==> src/sv/array_insert_delete_search_assert.svh <==
// Assertion macros for the packed array block.
// Used by array_insert_delete_search; expects clk and arst_n in scope.
`ifndef ARRAY_INSERT_DELETE_SEARCH_ASSERT_SVH
`define ARRAY_INSERT_DELETE_SEARCH_ASSERT_SVH

// same-cycle implication
`define AIDS_ASSERT_NOW(lbl, ante, cons, msg) \
	lbl: assert property (@(posedge clk) disable iff (!arst_n) (ante) |-> (cons)) \
		else $error(msg);

// next-cycle implication
`define AIDS_ASSERT_NEXT(lbl, ante, cons, msg) \
	lbl: assert property (@(posedge clk) disable iff (!arst_n) (ante) |=> (cons)) \
		else $error(msg);

`endif

==> src/sv/aids_pkg.sv <==
// Shared sizes and codes for the packed array block.
// No dependencies.
package aids_pkg;
	localparam int DEPTH      = 16;
	localparam int DATA_WIDTH = 32;
	localparam int IDX_W      = $clog2(DEPTH);
	localparam int CNT_W      = $clog2(DEPTH + 1);
	localparam int FUNC_W     = 3;
	localparam int POS_W      = 5;
	localparam int STAT_W     = 2;

	localparam logic [FUNC_W-1:0] FN_READ   = 3'd0;
	localparam logic [FUNC_W-1:0] FN_INSERT = 3'd1;
	localparam logic [FUNC_W-1:0] FN_DELETE = 3'd2;
	localparam logic [FUNC_W-1:0] FN_SEARCH = 3'd3;
	localparam logic [FUNC_W-1:0] FN_SORT   = 3'd4;

	localparam logic [STAT_W-1:0] ST_OK       = 2'd0;
	localparam logic [STAT_W-1:0] ST_FULL     = 2'd1;
	localparam logic [STAT_W-1:0] ST_BADPOS   = 2'd2;
	localparam logic [STAT_W-1:0] ST_NOTFOUND = 2'd3;
endpackage

==> src/sv/aids_ram.sv <==
// Generic single-write, single-read RAM with registered read data.
// No dependencies.
module aids_ram #(
	parameter int DEPTH = 16,
	parameter int WIDTH = 32
) (
	input  logic                     clk,
	input  logic                     we,
	input  logic [$clog2(DEPTH)-1:0] waddr,
	input  logic [WIDTH-1:0]         wdata,
	input  logic [$clog2(DEPTH)-1:0] raddr,
	output logic [WIDTH-1:0]         rdata
);
	logic [WIDTH-1:0] mem [DEPTH];

	always_ff @(posedge clk) begin
		if (we) begin
			mem[waddr] <= wdata;
		end
		rdata <= mem[raddr];
	end
endmodule

==> src/sv/array_insert_delete_search.sv <==
// Packed array of signed words with read, insert, delete, search and sorted
// insert. One request at a time; every request yields one response word.
// Depends on aids_pkg, aids_ram and array_insert_delete_search_assert.svh.
//
// The single RAM read port walks one entry per cycle for scans and shifts; requests
// that fail their checks go straight to the done state. A finished response sits
// in an output register, so the next request is taken while it waits to be
// collected. No clearing pass.
module array_insert_delete_search (
	input  logic                                clk,
	input  logic                                arst_n,
	input  logic                                req_valid,
	output logic                                req_stall,
	input  logic [aids_pkg::FUNC_W-1:0]         func,
	input  logic [aids_pkg::POS_W-1:0]          position,
	input  logic signed [aids_pkg::DATA_WIDTH-1:0] value,
	output logic                                rsp_valid,
	input  logic                                rsp_stall,
	output logic [aids_pkg::STAT_W-1:0]         status,
	output logic [aids_pkg::IDX_W-1:0]          found_index,
	output logic signed [aids_pkg::DATA_WIDTH-1:0] read_data,
	output logic [aids_pkg::CNT_W-1:0]          count
);
	import aids_pkg::*;

	typedef enum logic [2:0] {
		S_IDLE, S_RD_WAIT, S_SCAN, S_SHIFT_UP, S_SHIFT_DN, S_WR_VAL, S_DONE
	} state_t;

	state_t                  state_q;
	logic [FUNC_W-1:0]       func_q;
	logic signed [DATA_WIDTH-1:0] value_q;
	logic [CNT_W-1:0]        count_q;
	logic [IDX_W-1:0]        ptr_q;
	logic [IDX_W-1:0]        tgt_q;
	logic [IDX_W-1:0]        slot_q;
	logic [STAT_W-1:0]       res_status_q;
	logic [IDX_W-1:0]        res_index_q;
	logic [DATA_WIDTH-1:0]   res_data_q;
	logic                    rsp_valid_q;
	logic [STAT_W-1:0]       status_q;
	logic [IDX_W-1:0]        index_q;
	logic [DATA_WIDTH-1:0]   data_q;
	logic [CNT_W-1:0]        count_out_q;

	logic                    accept;
	logic [IDX_W-1:0]        pos_idx;
	logic [IDX_W-1:0]        cnt_last;
	logic [CNT_W-1:0]        ptr_inc;
	logic [CNT_W-1:0]        count_inc;
	logic                    scan_last;
	logic                    cmp_eq;
	logic                    cmp_le;
	logic [IDX_W-1:0]        slot_nx;
	logic [IDX_W-1:0]        raddr;
	logic                    we;
	logic [IDX_W-1:0]        waddr;
	logic [DATA_WIDTH-1:0]   wdata;
	logic [DATA_WIDTH-1:0]   rd_data;
	logic                    pos_in_range;
	logic                    pos_ins_ok;
	state_t                  acc_state;
	logic [STAT_W-1:0]       acc_status;
	logic [IDX_W-1:0]        acc_tgt;
	logic                    acc_shrink;
	logic                    rsp_load;

	assign req_stall = (state_q != S_IDLE);
	assign accept    = req_valid && !req_stall;

	assign pos_idx   = IDX_W'(position - POS_W'(1));
	assign cnt_last  = IDX_W'(count_q - CNT_W'(1));
	assign ptr_inc   = CNT_W'(ptr_q) + CNT_W'(1);
	assign count_inc = count_q + CNT_W'(1);
	assign scan_last = (ptr_inc >= count_q);

	assign pos_in_range = (position != '0) && (CNT_W'(position) <= count_q);
	assign pos_ins_ok   = (position != '0)
		&& ((CNT_W + 1)'(position) <= (CNT_W + 1)'(count_q) + (CNT_W + 1)'(1));

	assign rsp_load = (state_q == S_DONE) && (!rsp_valid_q || !rsp_stall);

	// shared compare unit on the word coming out of the RAM
	assign cmp_eq  = (rd_data == value_q);
	assign cmp_le  = ($signed(rd_data) <= value_q);
	assign slot_nx = cmp_le ? IDX_W'(ptr_inc) : slot_q;

	// decode of a new request
	always_comb begin
		acc_state  = S_DONE;
		acc_status = ST_OK;
		acc_tgt    = pos_idx;
		acc_shrink = 1'b0;
		unique case (func)
			FN_READ: begin
				if (pos_in_range) begin
					acc_state = S_RD_WAIT;
				end else begin
					acc_status = ST_BADPOS;
				end
			end
			FN_INSERT: begin
				if (count_q >= CNT_W'(DEPTH)) begin
					acc_status = ST_FULL;
				end else if (!pos_ins_ok) begin
					acc_status = ST_BADPOS;
				end else if (count_q >= CNT_W'(position)) begin
					acc_state = S_SHIFT_UP;
				end else begin
					acc_state = S_WR_VAL;
				end
			end
			FN_DELETE: begin
				if (!pos_in_range) begin
					acc_status = ST_BADPOS;
				end else if (CNT_W'(position) < count_q) begin
					acc_state = S_SHIFT_DN;
				end else begin
					acc_shrink = 1'b1;
				end
			end
			FN_SEARCH: begin
				if (count_q == '0) begin
					acc_status = ST_NOTFOUND;
				end else begin
					acc_state = S_SCAN;
				end
			end
			FN_SORT: begin
				acc_tgt = '0;
				if (count_q >= CNT_W'(DEPTH)) begin
					acc_status = ST_FULL;
				end else if (count_q == '0) begin
					acc_state = S_WR_VAL;
				end else begin
					acc_state = S_SCAN;
				end
			end
			default: acc_status = ST_BADPOS;
		endcase
	end

	// read address; the RAM output always holds the word at ptr_q
	always_comb begin
		unique case (state_q)
			S_IDLE: begin
				unique case (func)
					FN_READ:   raddr = pos_idx;
					FN_INSERT: raddr = cnt_last;
					FN_DELETE: raddr = IDX_W'(position);
					default:   raddr = '0;
				endcase
			end
			S_SCAN:     raddr = scan_last ? ptr_q : IDX_W'(ptr_inc);
			S_SHIFT_UP: raddr = ptr_q - IDX_W'(1);
			S_SHIFT_DN: raddr = IDX_W'(ptr_inc);
			default:    raddr = ptr_q;
		endcase
	end

	always_comb begin
		we    = (state_q == S_SHIFT_UP) || (state_q == S_SHIFT_DN) || (state_q == S_WR_VAL);
		wdata = (state_q == S_WR_VAL) ? value_q : rd_data;
		unique case (state_q)
			S_SHIFT_UP: waddr = ptr_q + IDX_W'(1);
			S_SHIFT_DN: waddr = ptr_q - IDX_W'(1);
			default:    waddr = tgt_q;
		endcase
	end

	aids_ram #(
		.DEPTH(DEPTH),
		.WIDTH(DATA_WIDTH)
	) u_ram (
		.clk  (clk),
		.we   (we),
		.waddr(waddr),
		.wdata(wdata),
		.raddr(raddr),
		.rdata(rd_data)
	);

	always_ff @(posedge clk or negedge arst_n) begin
		if (!arst_n) begin
			state_q     <= S_IDLE;
			count_q     <= '0;
			rsp_valid_q <= 1'b0;
		end else begin
			ptr_q <= raddr;
			if (rsp_load) begin
				rsp_valid_q <= 1'b1;
			end else if (rsp_valid_q && !rsp_stall) begin
				rsp_valid_q <= 1'b0;
			end
			unique case (state_q)
				S_IDLE: begin
					if (accept) begin
						func_q       <= func;
						value_q      <= value;
						res_status_q <= acc_status;
						res_index_q  <= '0;
						res_data_q   <= '0;
						slot_q       <= '0;
						tgt_q        <= acc_tgt;
						state_q      <= acc_state;
						if (acc_shrink) begin
							count_q <= count_q - CNT_W'(1);
						end
					end
				end
				S_RD_WAIT: begin
					res_data_q  <= rd_data;
					res_index_q <= tgt_q;
					state_q     <= S_DONE;
				end
				S_SCAN: begin
					if (func_q == FN_SEARCH) begin
						if (cmp_eq) begin
							res_index_q <= ptr_q;
							state_q     <= S_DONE;
						end else if (scan_last) begin
							res_status_q <= ST_NOTFOUND;
							state_q      <= S_DONE;
						end
					end else begin
						slot_q <= slot_nx;
						if (scan_last) begin
							tgt_q <= slot_nx;
							// scan_last leaves ptr_q on the last entry for the shift
							if (CNT_W'(slot_nx) < count_q) begin
								state_q <= S_SHIFT_UP;
							end else begin
								state_q <= S_WR_VAL;
							end
						end
					end
				end
				S_SHIFT_UP: begin
					if (ptr_q == tgt_q) begin
						state_q <= S_WR_VAL;
					end
				end
				S_SHIFT_DN: begin
					if (scan_last) begin
						count_q <= count_q - CNT_W'(1);
						state_q <= S_DONE;
					end
				end
				S_WR_VAL: begin
					count_q     <= count_inc;
					res_index_q <= tgt_q;
					state_q     <= S_DONE;
				end
				S_DONE: begin
					if (rsp_load) begin
						status_q    <= res_status_q;
						index_q     <= res_index_q;
						data_q      <= res_data_q;
						count_out_q <= count_q;
						state_q     <= S_IDLE;
					end
				end
				default: state_q <= S_IDLE;
			endcase
		end
	end

	assign rsp_valid   = rsp_valid_q;
	assign status      = status_q;
	assign found_index = index_q;
	assign read_data   = data_q;
	assign count       = count_out_q;

`include "array_insert_delete_search_assert.svh"

	`AIDS_ASSERT_NOW(a_count_bound, 1'b1, count_q <= CNT_W'(DEPTH), "count beyond depth")
	`AIDS_ASSERT_NOW(a_write_in_use, we, CNT_W'(waddr) <= count_q, "write past packed entries")
	`AIDS_ASSERT_NEXT(a_wr_grows, state_q == S_WR_VAL, count_q == $past(count_inc), "no growth")
	`AIDS_ASSERT_NOW(a_up_room, state_q == S_SHIFT_UP, count_q < CNT_W'(DEPTH), "shift when full")

endmodule

==> config.mk <==
export PLATFORM = sky130hd
export DESIGN_NAME = array_insert_delete_search
export DESIGN_NICKNAME = d
export VERILOG_FILES = /design/src/sv/aids_pkg.sv /design/src/sv/aids_ram.sv /design/src/sv/array_insert_delete_search.sv
export VERILOG_INCLUDE_DIRS = /design/src /design/src/sv
export SDC_FILE = /design/constraint.sdc
export NUM_CORES = 1
export LEC_CHECK = 0
export BUFFER_PORTS_ARGS = -buffer_cell sky130_fd_sc_hd__clkbuf_2
export CAP_MARGIN = 20
export CORE_MARGIN = 2
export CORE_UTILIZATION = 55
export DETAILED_ROUTE_END_ITERATION = 8
export GPL_TIMING_DRIVEN = 1
export PLACE_DENSITY = 0.78
export SYNTH_ARGS = -nofsm -noshare
export SYNTH_HDL_FRONTEND = slang
export SYNTH_SLANG_ARGS = --single-unit
==> constraint.sdc <==
create_clock -name clk -period 4.5 [get_ports clk]
set_clock_uncertainty 0.15 [all_clocks]
set_input_delay 0.9 -clock clk [delete_from_list [all_inputs] [get_ports clk]]
set_output_delay 0.9 -clock clk [all_outputs]
set_load 0.1 [all_outputs]
==> results of run 1 <==
placed cells by master (no fill, tap or decap), types with 6 or more instances in the layout:
master                      count
sky130_fd_sc_hd__edfxtp_1     640
sky130_fd_sc_hd__mux4_2       128
sky130_fd_sc_hd__nand2_1      104
sky130_fd_sc_hd__clkbuf_2      88
sky130_fd_sc_hd__buf_4         75
sky130_fd_sc_hd__clkbuf_16     71
sky130_fd_sc_hd__a22oi_1       65
sky130_fd_sc_hd__ha_1          57
sky130_fd_sc_hd__inv_1         50
sky130_fd_sc_hd__o21ai_0       50
sky130_fd_sc_hd__nor2_1        37
sky130_fd_sc_hd__and3_1        33
sky130_fd_sc_hd__dfxtp_1       32
sky130_fd_sc_hd__a21oi_1       29
sky130_fd_sc_hd__buf_12        21
sky130_fd_sc_hd__clkinv_1      16
sky130_fd_sc_hd__nor2_4        16
sky130_fd_sc_hd__xnor2_1       14
sky130_fd_sc_hd__nand3_1       12
sky130_fd_sc_hd__clkinv_2      12
sky130_fd_sc_hd__o22ai_1       11
sky130_fd_sc_hd__clkbuf_1      11
sky130_fd_sc_hd__nor2b_1       10
sky130_fd_sc_hd__a21o_1        10
sky130_fd_sc_hd__nand4_1       10
sky130_fd_sc_hd__nand2b_1       9
sky130_fd_sc_hd__dfrtp_1        9
sky130_fd_sc_hd__nor3_1         8
sky130_fd_sc_hd__bufinv_16      7
sky130_fd_sc_hd__a211oi_1       6
sky130_fd_sc_hd__a31oi_1        6
per-layer routing:
layer  track usage (%)  up-vias  wire, µm
met2              43.1      781     33000
met1              34.8     7866     25200
met3              5.16      124      5700
li1                  -     6523         -
met4              9.91        0      2070
met5                 0        -         0
power by group through the flow:
stage / Sequential, µW / Combinational (µW) / Clock, µW
after CTS: 9500 / 11900 / 5900
after detailed placement: 9610 / 11700 / 0
after global placement: 9550 / 11400 / 0
final: 9520 / 12000 / 5820
after floorplan: 9690 / 7890 / 0
after global routing: 9590 / 12800 / 6140
state kept, by name, summed over array words and instances (netlist names), 2 cells and up:
name,flops
ptr_q,4
status,2
value_q,32
u_ram.mem,512
tgt_q,4
res_index_q,4
slot_q,4
res_data_q,32
func_q,3
res_status_q,2
state_q,3
count_q,5
read_data,32
found_index,4
u_ram.rdata,32
count,5
stage by stage:
step | utilization (%) | worst slack (ps) | hold WS (ps)
final | 64.9 | 217 | 108
after global routing | 64.9 | -6.51 | 110
after CTS | 64.8 | 85.1 | 88.6
after detailed placement | 60.1 | 131 | 255
after global placement | 60.0 | 207 | 251
after floorplan | - | 814 | 250
kinds of logic (layout without fill, tap and decap cells):
kind of cell,after synthesis,in the layout,synth area share [%]
buf+inv,128,368,2.14
xor+xnor,19,19,0.607
flops,681,681,73.3
simple gates,269,269,4.65
mux,136,136,10.8
fa+ha+maj,57,57,2.60
compound gates,237,237,5.92
worst paths after layout:
| kind | start | endpoint | slack (ps) |
|---|---|---|---|
| max in group asynchronous | arst_n | count_q[3] | 3730 |
| worst min-delay path | arst_n | count_q[0] | 110 |
| min in group clk | res_index_q[2] | found_index[2] | 260 |
| worst min register to register | res_index_q[2] | found_index[2] | 260 |
| worst max register to register | ptr_q[0] | u_ram.rdata[30] | 220 |
| worst max-delay path | ptr_q[0] | u_ram.rdata[30] | 220 |
cell type report:
| type | count | area, µm² |
|---|---|---|
| clock buffers | 87 | 1890 |
| clock inverters | 40 | 439 |
| fillers | 3249 | 17200 |
| inverters | 54 | 203 |
| multi-input cells | 718 | 6930 |
| flip-flops and latches | 681 | 20100 |
| well taps | 664 | 831 |
| repair buffers | 187 | 1440 |
worst max-delay path, stage by stage, from the launching register on:
cell	delay (ps)
sky130_fd_sc_hd__edfxtp_1	520
sky130_fd_sc_hd__ha_1	350
sky130_fd_sc_hd__xor2_1	330
sky130_fd_sc_hd__ha_1	310
sky130_fd_sc_hd__a21oi_1	170
sky130_fd_sc_hd__o21ai_2	120
sky130_fd_sc_hd__a21oi_4	360
sky130_fd_sc_hd__mux2i_1	180
sky130_fd_sc_hd__o2111ai_4	280
sky130_fd_sc_hd__buf_12	280
sky130_fd_sc_hd__buf_12	220
sky130_fd_sc_hd__mux4_2	510
sky130_fd_sc_hd__a22oi_1	260
sky130_fd_sc_hd__nand2_1	90
what timing repair did:
item,4_1_cts,5_1_grt
gates resized for setup,0,3
setup endpoints to repair,0,30
setup buffers,0,2
==> metrics.log, run 1 <==
INFO  metric worstHoldPathType = input port to asynchronous set/reset pin
INFO  metric finalCriticalPeriod = 4280 ps
INFO  metric initial_antenna_violation_count = 0
INFO  metric iteration_count_of_the_initial_detailed_routing_pass = 6
INFO  metric post-synth-top-count-cell = sky130_fd_sc_hd__edfxtp_1
INFO  metric design.final.nets = 1,812
INFO  metric place.port_buffers = 88
INFO  metric result_of_the_run = finished clean
INFO  metric grt_remaining_overflow = 0
INFO  metric hold_buffers = 0
INFO  metric cts-root-to-sink-buffers = 3
INFO  metric p_per_area = 859 nW/µm²
INFO  metric final_layout_size_suffix_gt1_share = 25.7%
INFO  metric worstPathRequired = 4830 ps
INFO  metric synth_cells = 1,527
INFO  metric yosysUniqueCellTypes = 71
INFO  metric worst-slew-pin-transition = 1060 ps
INFO  metric starting_drt_drc_count = 1,980
INFO  metric die_x = 227 µm
INFO  metric dp_hpwl = 38,400 µm
INFO  metric async_reset_ff_share = 1.32%
INFO  metric root_buffer = sky130_fd_sc_hd__clkbuf_16
INFO  metric cts-buffers-inserted = 69
INFO  metric fin_total_pwr = 27,300 µW
INFO  metric worstPathArrival = 4610 ps
INFO  metric synth_edf_count = 640
INFO  metric setup_total_negative_slack = 0 ps
INFO  metric post_drt_wl_per_cell = 27.2 µm
INFO  metric sequentialPowerShare = 34.8%
INFO  metric starting_density = 55.9%
INFO  metric area_added_between_synthesis_and_finish = 16.1%
INFO  metric drc = 0
INFO  metric synthesis.yosys.warnings = 0
INFO  metric design_area = 31,800 µm²
INFO  metric placedInstanceArea = 29,500 µm²
INFO  metric routabilityCongestion = 0.877
INFO  metric sequential_to_total_area_share_from_yosys_stat = 73.3%
INFO  metric grt_max_degree = 48
INFO  metric internal-power = 17,400 µW
INFO  metric grt_use_total = 26.1%
INFO  metric drtAntennaViolNets = 0
INFO  metric netSwitchingFraction = 36.4%
INFO  metric synth.ff_latch_count = 681
INFO  metric layout_worst_path_cycle_share = 95.2%
INFO  metric cts.sink_count = 681
INFO  metric fp.coreArea = 49,100 µm²
INFO  metric vdd_drop_max = 0.000719 V
INFO  metric htree_num_levels = 3
INFO  metric power.share.combinational = 43.8%
INFO  metric clock_latency_at_the_later_pin_of_the_worst_skew_pair = 630 ps
INFO  metric report.final.slew_viol_count = 0
INFO  metric ys.flop_type = sky130_fd_sc_hd__edfxtp_1
INFO  metric path_max_fanout = 22
INFO  metric viasPerCell = 6.29
INFO  metric clock_tree_from_tritoncts = built
INFO  metric finalHoldViolCount = 0
INFO  metric drt_wl_total = 66,000 µm
INFO  metric synth_largest_area_cell = sky130_fd_sc_hd__edfxtp_1
INFO  metric leakage = 0.0111 µW
INFO  metric setup_viol_count_final = 0
INFO  metric syn_nets = 1,628
INFO  metric path_clk_slew = 60 ps
INFO  metric final_cells = 2,431
INFO  metric number_of_max_cap_violations = 0
INFO  metric slew_headroom = 29.1%
INFO  metric die_height = 227 µm
INFO  metric r2r_cells = 13
INFO  metric net-switching-power = 9960 µW
INFO  metric synth_area = 27,400 µm²
INFO  metric antenna-diode-count = 0
INFO  metric cp-start-kind = flop
INFO  metric num_vias = 15,294
INFO  metric p_clk_share = 21.3%
INFO  metric synth.top_cell.area_share = 70.1%
INFO  metric die_area = 51,600 µm²
INFO  metric grt_first_pass_wirelength = 96,900 µm
INFO  metric place.detailed.instances = 2,302
INFO  metric maxClockFrequency = 233 MHz
INFO  metric floorplan.rows = 81
INFO  metric synthTopCellsByArea = sky130_fd_sc_hd__edfxtp_1 70%, sky130_fd_sc_hd__mux4_2 11%, sky130_fd_sc_hd__ha_1 2.6%, sky130_fd_sc_hd__dfxtp_1 2.3%, sky130_fd_sc_hd__a22oi_1 1.8%
INFO  metric endpoint_kind = flop
INFO  metric synthTopCellsByCount = 640 x sky130_fd_sc_hd__edfxtp_1, 128 x sky130_fd_sc_hd__mux4_2, 105 x sky130_fd_sc_hd__nand2_1, 65 x sky130_fd_sc_hd__a22oi_1, 57 x sky130_fd_sc_hd__ha_1
INFO  metric synth.avg_cell_area = 18.0 µm²
INFO  metric ios = 89
INFO  metric grt_pass1_vias = 15,442
INFO  metric worstSetupPathType = flop to flop
Note: power is estimated with default switching activity, not from simulation.
==> inputs of run 2 (changes only) <==
Settings changed: CORE_ASPECT_RATIO set to 1.4, CORE_MARGIN 2 to not set, CTS_BUF_LIST set to sky130_fd_sc_hd__clkbuf_8.
==> run 2 against run 1 <==
Against the previous run:
- wire length shrank 3.0%
- critical endpoint is now state_q[1]
- non-clock buffer count fell by 6
- first-iteration DRC count shrank 16%
- total power shrank 6.0%
- sequential share of layout area grew 1.3 points
- maximum frequency fell by 0.36%
- setup slack worse by 15 ps
==> metrics.log, run 2 (same netlist as run 1, synthesis figures left out) <==
INFO  metric starting_drt_drc_count = 1,664 (was 1,980)
INFO  metric slew_headroom = 37.4% (was 29.1%)
INFO  metric result_of_the_run = finished clean (unchanged)
INFO  metric dominant_delay_contributor_by_cell_family_on_the_critical_path = simple AND/OR/NAND/NOR gates (was compound AO/OA/AOI/OAI gates)
INFO  metric fp.coreArea = 49,100 µm² (about the same)
INFO  metric area_added_between_synthesis_and_finish = 13.8% (was 16.1%)
INFO  metric final_cells = 2,446 (was 2,431)
INFO  metric ios = 89 (unchanged)
INFO  metric setup_viol_count_final = 0 (unchanged)
INFO  metric largest_register_ff_count = 512 (unchanged)
INFO  metric leakage = 0.0110 µW (was 0.0111 µW)
INFO  metric clock_latency_at_the_later_pin_of_the_worst_skew_pair = 660 ps (was 630 ps)
INFO  metric multi_input_area = 6920 µm² (was 6930 µm²)
INFO  metric sequential_cell_area = 20,100 µm² (unchanged)
INFO  metric fin_ws = 202 ps (was 217 ps)
INFO  metric drtAntennaViolNets = 0 (unchanged)
INFO  metric drc = 0 (unchanged)
INFO  metric worstPathRequired = 4880 ps (was 4830 ps)
INFO  metric grt_use_total = 25.9% (was 26.1%)
INFO  metric top_register = u_ram.mem (unchanged)
INFO  metric layout.cells.most_common = sky130_fd_sc_hd__edfxtp_1 (unchanged)
INFO  metric grt_max_degree = 51 (was 48)
INFO  metric hold-worst-slack = 83.4 ps (was 108 ps)
INFO  metric p_per_area = 823 nW/µm² (was 859 nW/µm²)
INFO  metric drt_wl_total = 64,100 µm (was 66,000 µm)
INFO  metric worstHoldPathType = input port to asynchronous set/reset pin (unchanged)
INFO  metric place.detailed.instances = 2,268 (was 2,302)
INFO  metric iteration_count_of_the_initial_detailed_routing_pass = 7 (was 6)
INFO  metric dp_hpwl = 37,700 µm (was 38,400 µm)
INFO  metric finalHoldViolCount = 0 (unchanged)
INFO  metric htree_num_levels = 3 (unchanged)
INFO  metric endpoint_kind = flop (unchanged)
INFO  metric initial_antenna_violation_count = 1 (was 0)
INFO  metric nFillCells = 3,314 (was 3,249)
INFO  metric report.final.slew_viol_count = 0 (unchanged)
INFO  metric place.port_buffers = 88 (unchanged)
INFO  metric placedInstanceArea = 29,400 µm² (was 29,500 µm²)
INFO  metric num_vias = 15,392 (was 15,294)
INFO  metric starting_density = 55.8% (was 55.9%)
INFO  metric routabilityCongestion = 0.940 (was 0.877)
INFO  metric post_drt_wl_per_cell = 26.2 µm (was 27.2 µm)
INFO  metric crit_path_cells = inv_1 -> ha_1 -> nand4_1 -> nor4_2 -> buf_4 -> nand3_1 -> o211ai_1 -> buf_4 -> mux2i_1 -> inv_1 -> ha_1 -> a21oi_1 -> nor2_1 -> nor2b_1 -> nor2_1 -> o2bb2ai_1 -> o31ai_1 -> o21ai_0 (was ha_1 -> xor2_1 -> ha_1 -> a21oi_1 -> o21ai_2 -> a21oi_4 -> mux2i_1 -> o2111ai_4 -> buf_12 -> buf_12 -> mux4_2 -> a22oi_1 -> nand2_1)
INFO  metric worstPathArrival = 4670 ps (was 4610 ps)
INFO  metric floorplan.rows = 96 (was 81)
INFO  metric path_max_fanout = 6 (was 22)
INFO  metric final_layout_size_suffix_gt1_share = 25.8% (was 25.7%)
INFO  metric cts.sink_count = 681 (unchanged)
INFO  metric cts-root-to-sink-buffers = 3 (unchanged)
INFO  metric maxClockFrequency = 233 MHz (about the same)
INFO  metric critical-path-slowest-cell = sky130_fd_sc_hd__nor4_2 (was sky130_fd_sc_hd__edfxtp_1)
INFO  metric cp.buffers_inverters = 4 (was 2)
INFO  metric path_clk_slew = 70 ps (was 60 ps)
INFO  metric pre_cts_setup_slack = 39.1 ps (was 131 ps)
INFO  metric die_x = 191 µm (was 227 µm)
INFO  metric root_buffer = sky130_fd_sc_hd__clkbuf_8 (was sky130_fd_sc_hd__clkbuf_16)
INFO  metric finalCriticalPeriod = 4300 ps (was 4280 ps)
INFO  metric viasPerCell = 6.29 (about the same)
INFO  metric grt_pass1_vias = 15,741 (was 15,442)
INFO  metric design.final.nets = 1,831 (was 1,812)
INFO  metric clock_tree_from_tritoncts = built (unchanged)
INFO  metric number_of_max_cap_violations = 0 (unchanged)
INFO  metric worst-slew-pin-transition = 929 ps (was 1060 ps)
INFO  metric vdd_drop_max = 0.000654 V (was 0.000719 V)
INFO  metric worstSetupPathType = flop to flop (unchanged)
INFO  metric cts-buffers-inserted = 94 (was 69)
INFO  metric die_area = 50,700 µm² (was 51,600 µm²)
INFO  metric design_area = 31,200 µm² (was 31,800 µm²)
INFO  metric grt_first_pass_wirelength = 95,000 µm (was 96,900 µm)
INFO  metric max_stage_delay = 550 ps (was 520 ps)
INFO  metric mostFrequentLayoutCells = 640 x sky130_fd_sc_hd__edfxtp_1, 128 x sky130_fd_sc_hd__mux4_2, 105 x sky130_fd_sc_hd__clkbuf_8, 104 x sky130_fd_sc_hd__nand2_1 (was 640 x sky130_fd_sc_hd__edfxtp_1, 128 x sky130_fd_sc_hd__mux4_2, 104 x sky130_fd_sc_hd__nand2_1, 88 x sky130_fd_sc_hd__clkbuf_2, 75 x sky130_fd_sc_hd__buf_4)
INFO  metric cp-start-kind = flop (unchanged)
INFO  metric grt_remaining_overflow = 0 (unchanged)
INFO  metric die_height = 266 µm (was 227 µm)
INFO  metric layout_worst_path_cycle_share = 95.5% (was 95.2%)
## run 2: cell types whose count changed in the layout (fill, tap and decap cells not counted), moves of 3 or more
cell                        delta
sky130_fd_sc_hd__clkbuf_1     -11
sky130_fd_sc_hd__buf_12        +5
sky130_fd_sc_hd__bufinv_16     -7
sky130_fd_sc_hd__clkbuf_16    -71
sky130_fd_sc_hd__buf_4        -17
sky130_fd_sc_hd__clkbuf_8    +100
sky130_fd_sc_hd__inv_1        +38
sky130_fd_sc_hd__buf_2         +6
sky130_fd_sc_hd__clkinv_8      -3
## run 2: layout make-up
class | count | area share [%]
Antenna cell | 1 | 0.00803
Sequential cell | 681 | 64.4
Inverter | 54 | 0.650
Tap cell | 637 | 2.56
Clock inverter | 69 | 0.935
Clock buffer | 105 | 4.63
Timing Repair Buffer | 181 | 4.62
Multi-Input combinational cell | 718 | 22.2
## run 2: repair_timing
item                       4_1_cts  5_1_grt
hold buffers                     0        0
setup endpoints to repair        0        2
setup buffers                    0        2
gates resized for setup          0        1
## run 2: metrics by stage
step / TNS, ps / power [µW] / utilization, %
3_3_place_gp: 0 / 21000 / 59.7
4_1_cts: 0 / 25700 / 63.4
2_1_floorplan: 0 / 17600 / -
3_5_place_dp: 0 / 21400 / 59.8
5_1_grt: -20.6 / 27000 / 63.5
6_report: 0 / 25700 / 63.5
## run 2: worst paths after layout
check	to	slack, ps	depth (start not counted)	from
min in group clk	found_index[1]	260	0	res_index_q[1]
min	rsp_valid	80	1	arst_n
max	state_q[1]	200	18	value_q[31]
max reg2reg	state_q[1]	200	18	value_q[31]
min reg2reg	found_index[1]	260	0	res_index_q[1]
max in group asynchronous	count_q[1]	3740	1	arst_n
## run 2: power breakdown
part / leakage [µW] / switching [µW] / internal [µW]
clock: 0.00104 / 2220 / 2150
sequential: 0.00622 / 463 / 9010
combinational: 0.00371 / 6900 / 4930
## run 2: worst register-to-register path: stages, from the launching register on
cell and delay, ps:
sky130_fd_sc_hd__edfxtp_1 330, sky130_fd_sc_hd__inv_1 60, sky130_fd_sc_hd__ha_1 420, sky130_fd_sc_hd__nand4_1 340, sky130_fd_sc_hd__nor4_2 550, sky130_fd_sc_hd__buf_4 200, sky130_fd_sc_hd__nand3_1 170, sky130_fd_sc_hd__o211ai_1 260
sky130_fd_sc_hd__buf_4 200, sky130_fd_sc_hd__mux2i_1 290, sky130_fd_sc_hd__inv_1 80, sky130_fd_sc_hd__ha_1 300, sky130_fd_sc_hd__a21oi_1 70, sky130_fd_sc_hd__nor2_1 200, sky130_fd_sc_hd__nor2b_1 70, sky130_fd_sc_hd__nor2_1 90
sky130_fd_sc_hd__o2bb2ai_1 80, sky130_fd_sc_hd__o31ai_1 200, sky130_fd_sc_hd__o21ai_0 120
## run 2: per-layer routing
layer  up-vias  wire, µm  GRT usage [%]
li1       6568         -              -
met1      7847     23700           32.6
met3       180      4840           3.78
met4         0      2670           12.7
met5         -         0              0
met2       797     32900           43.9
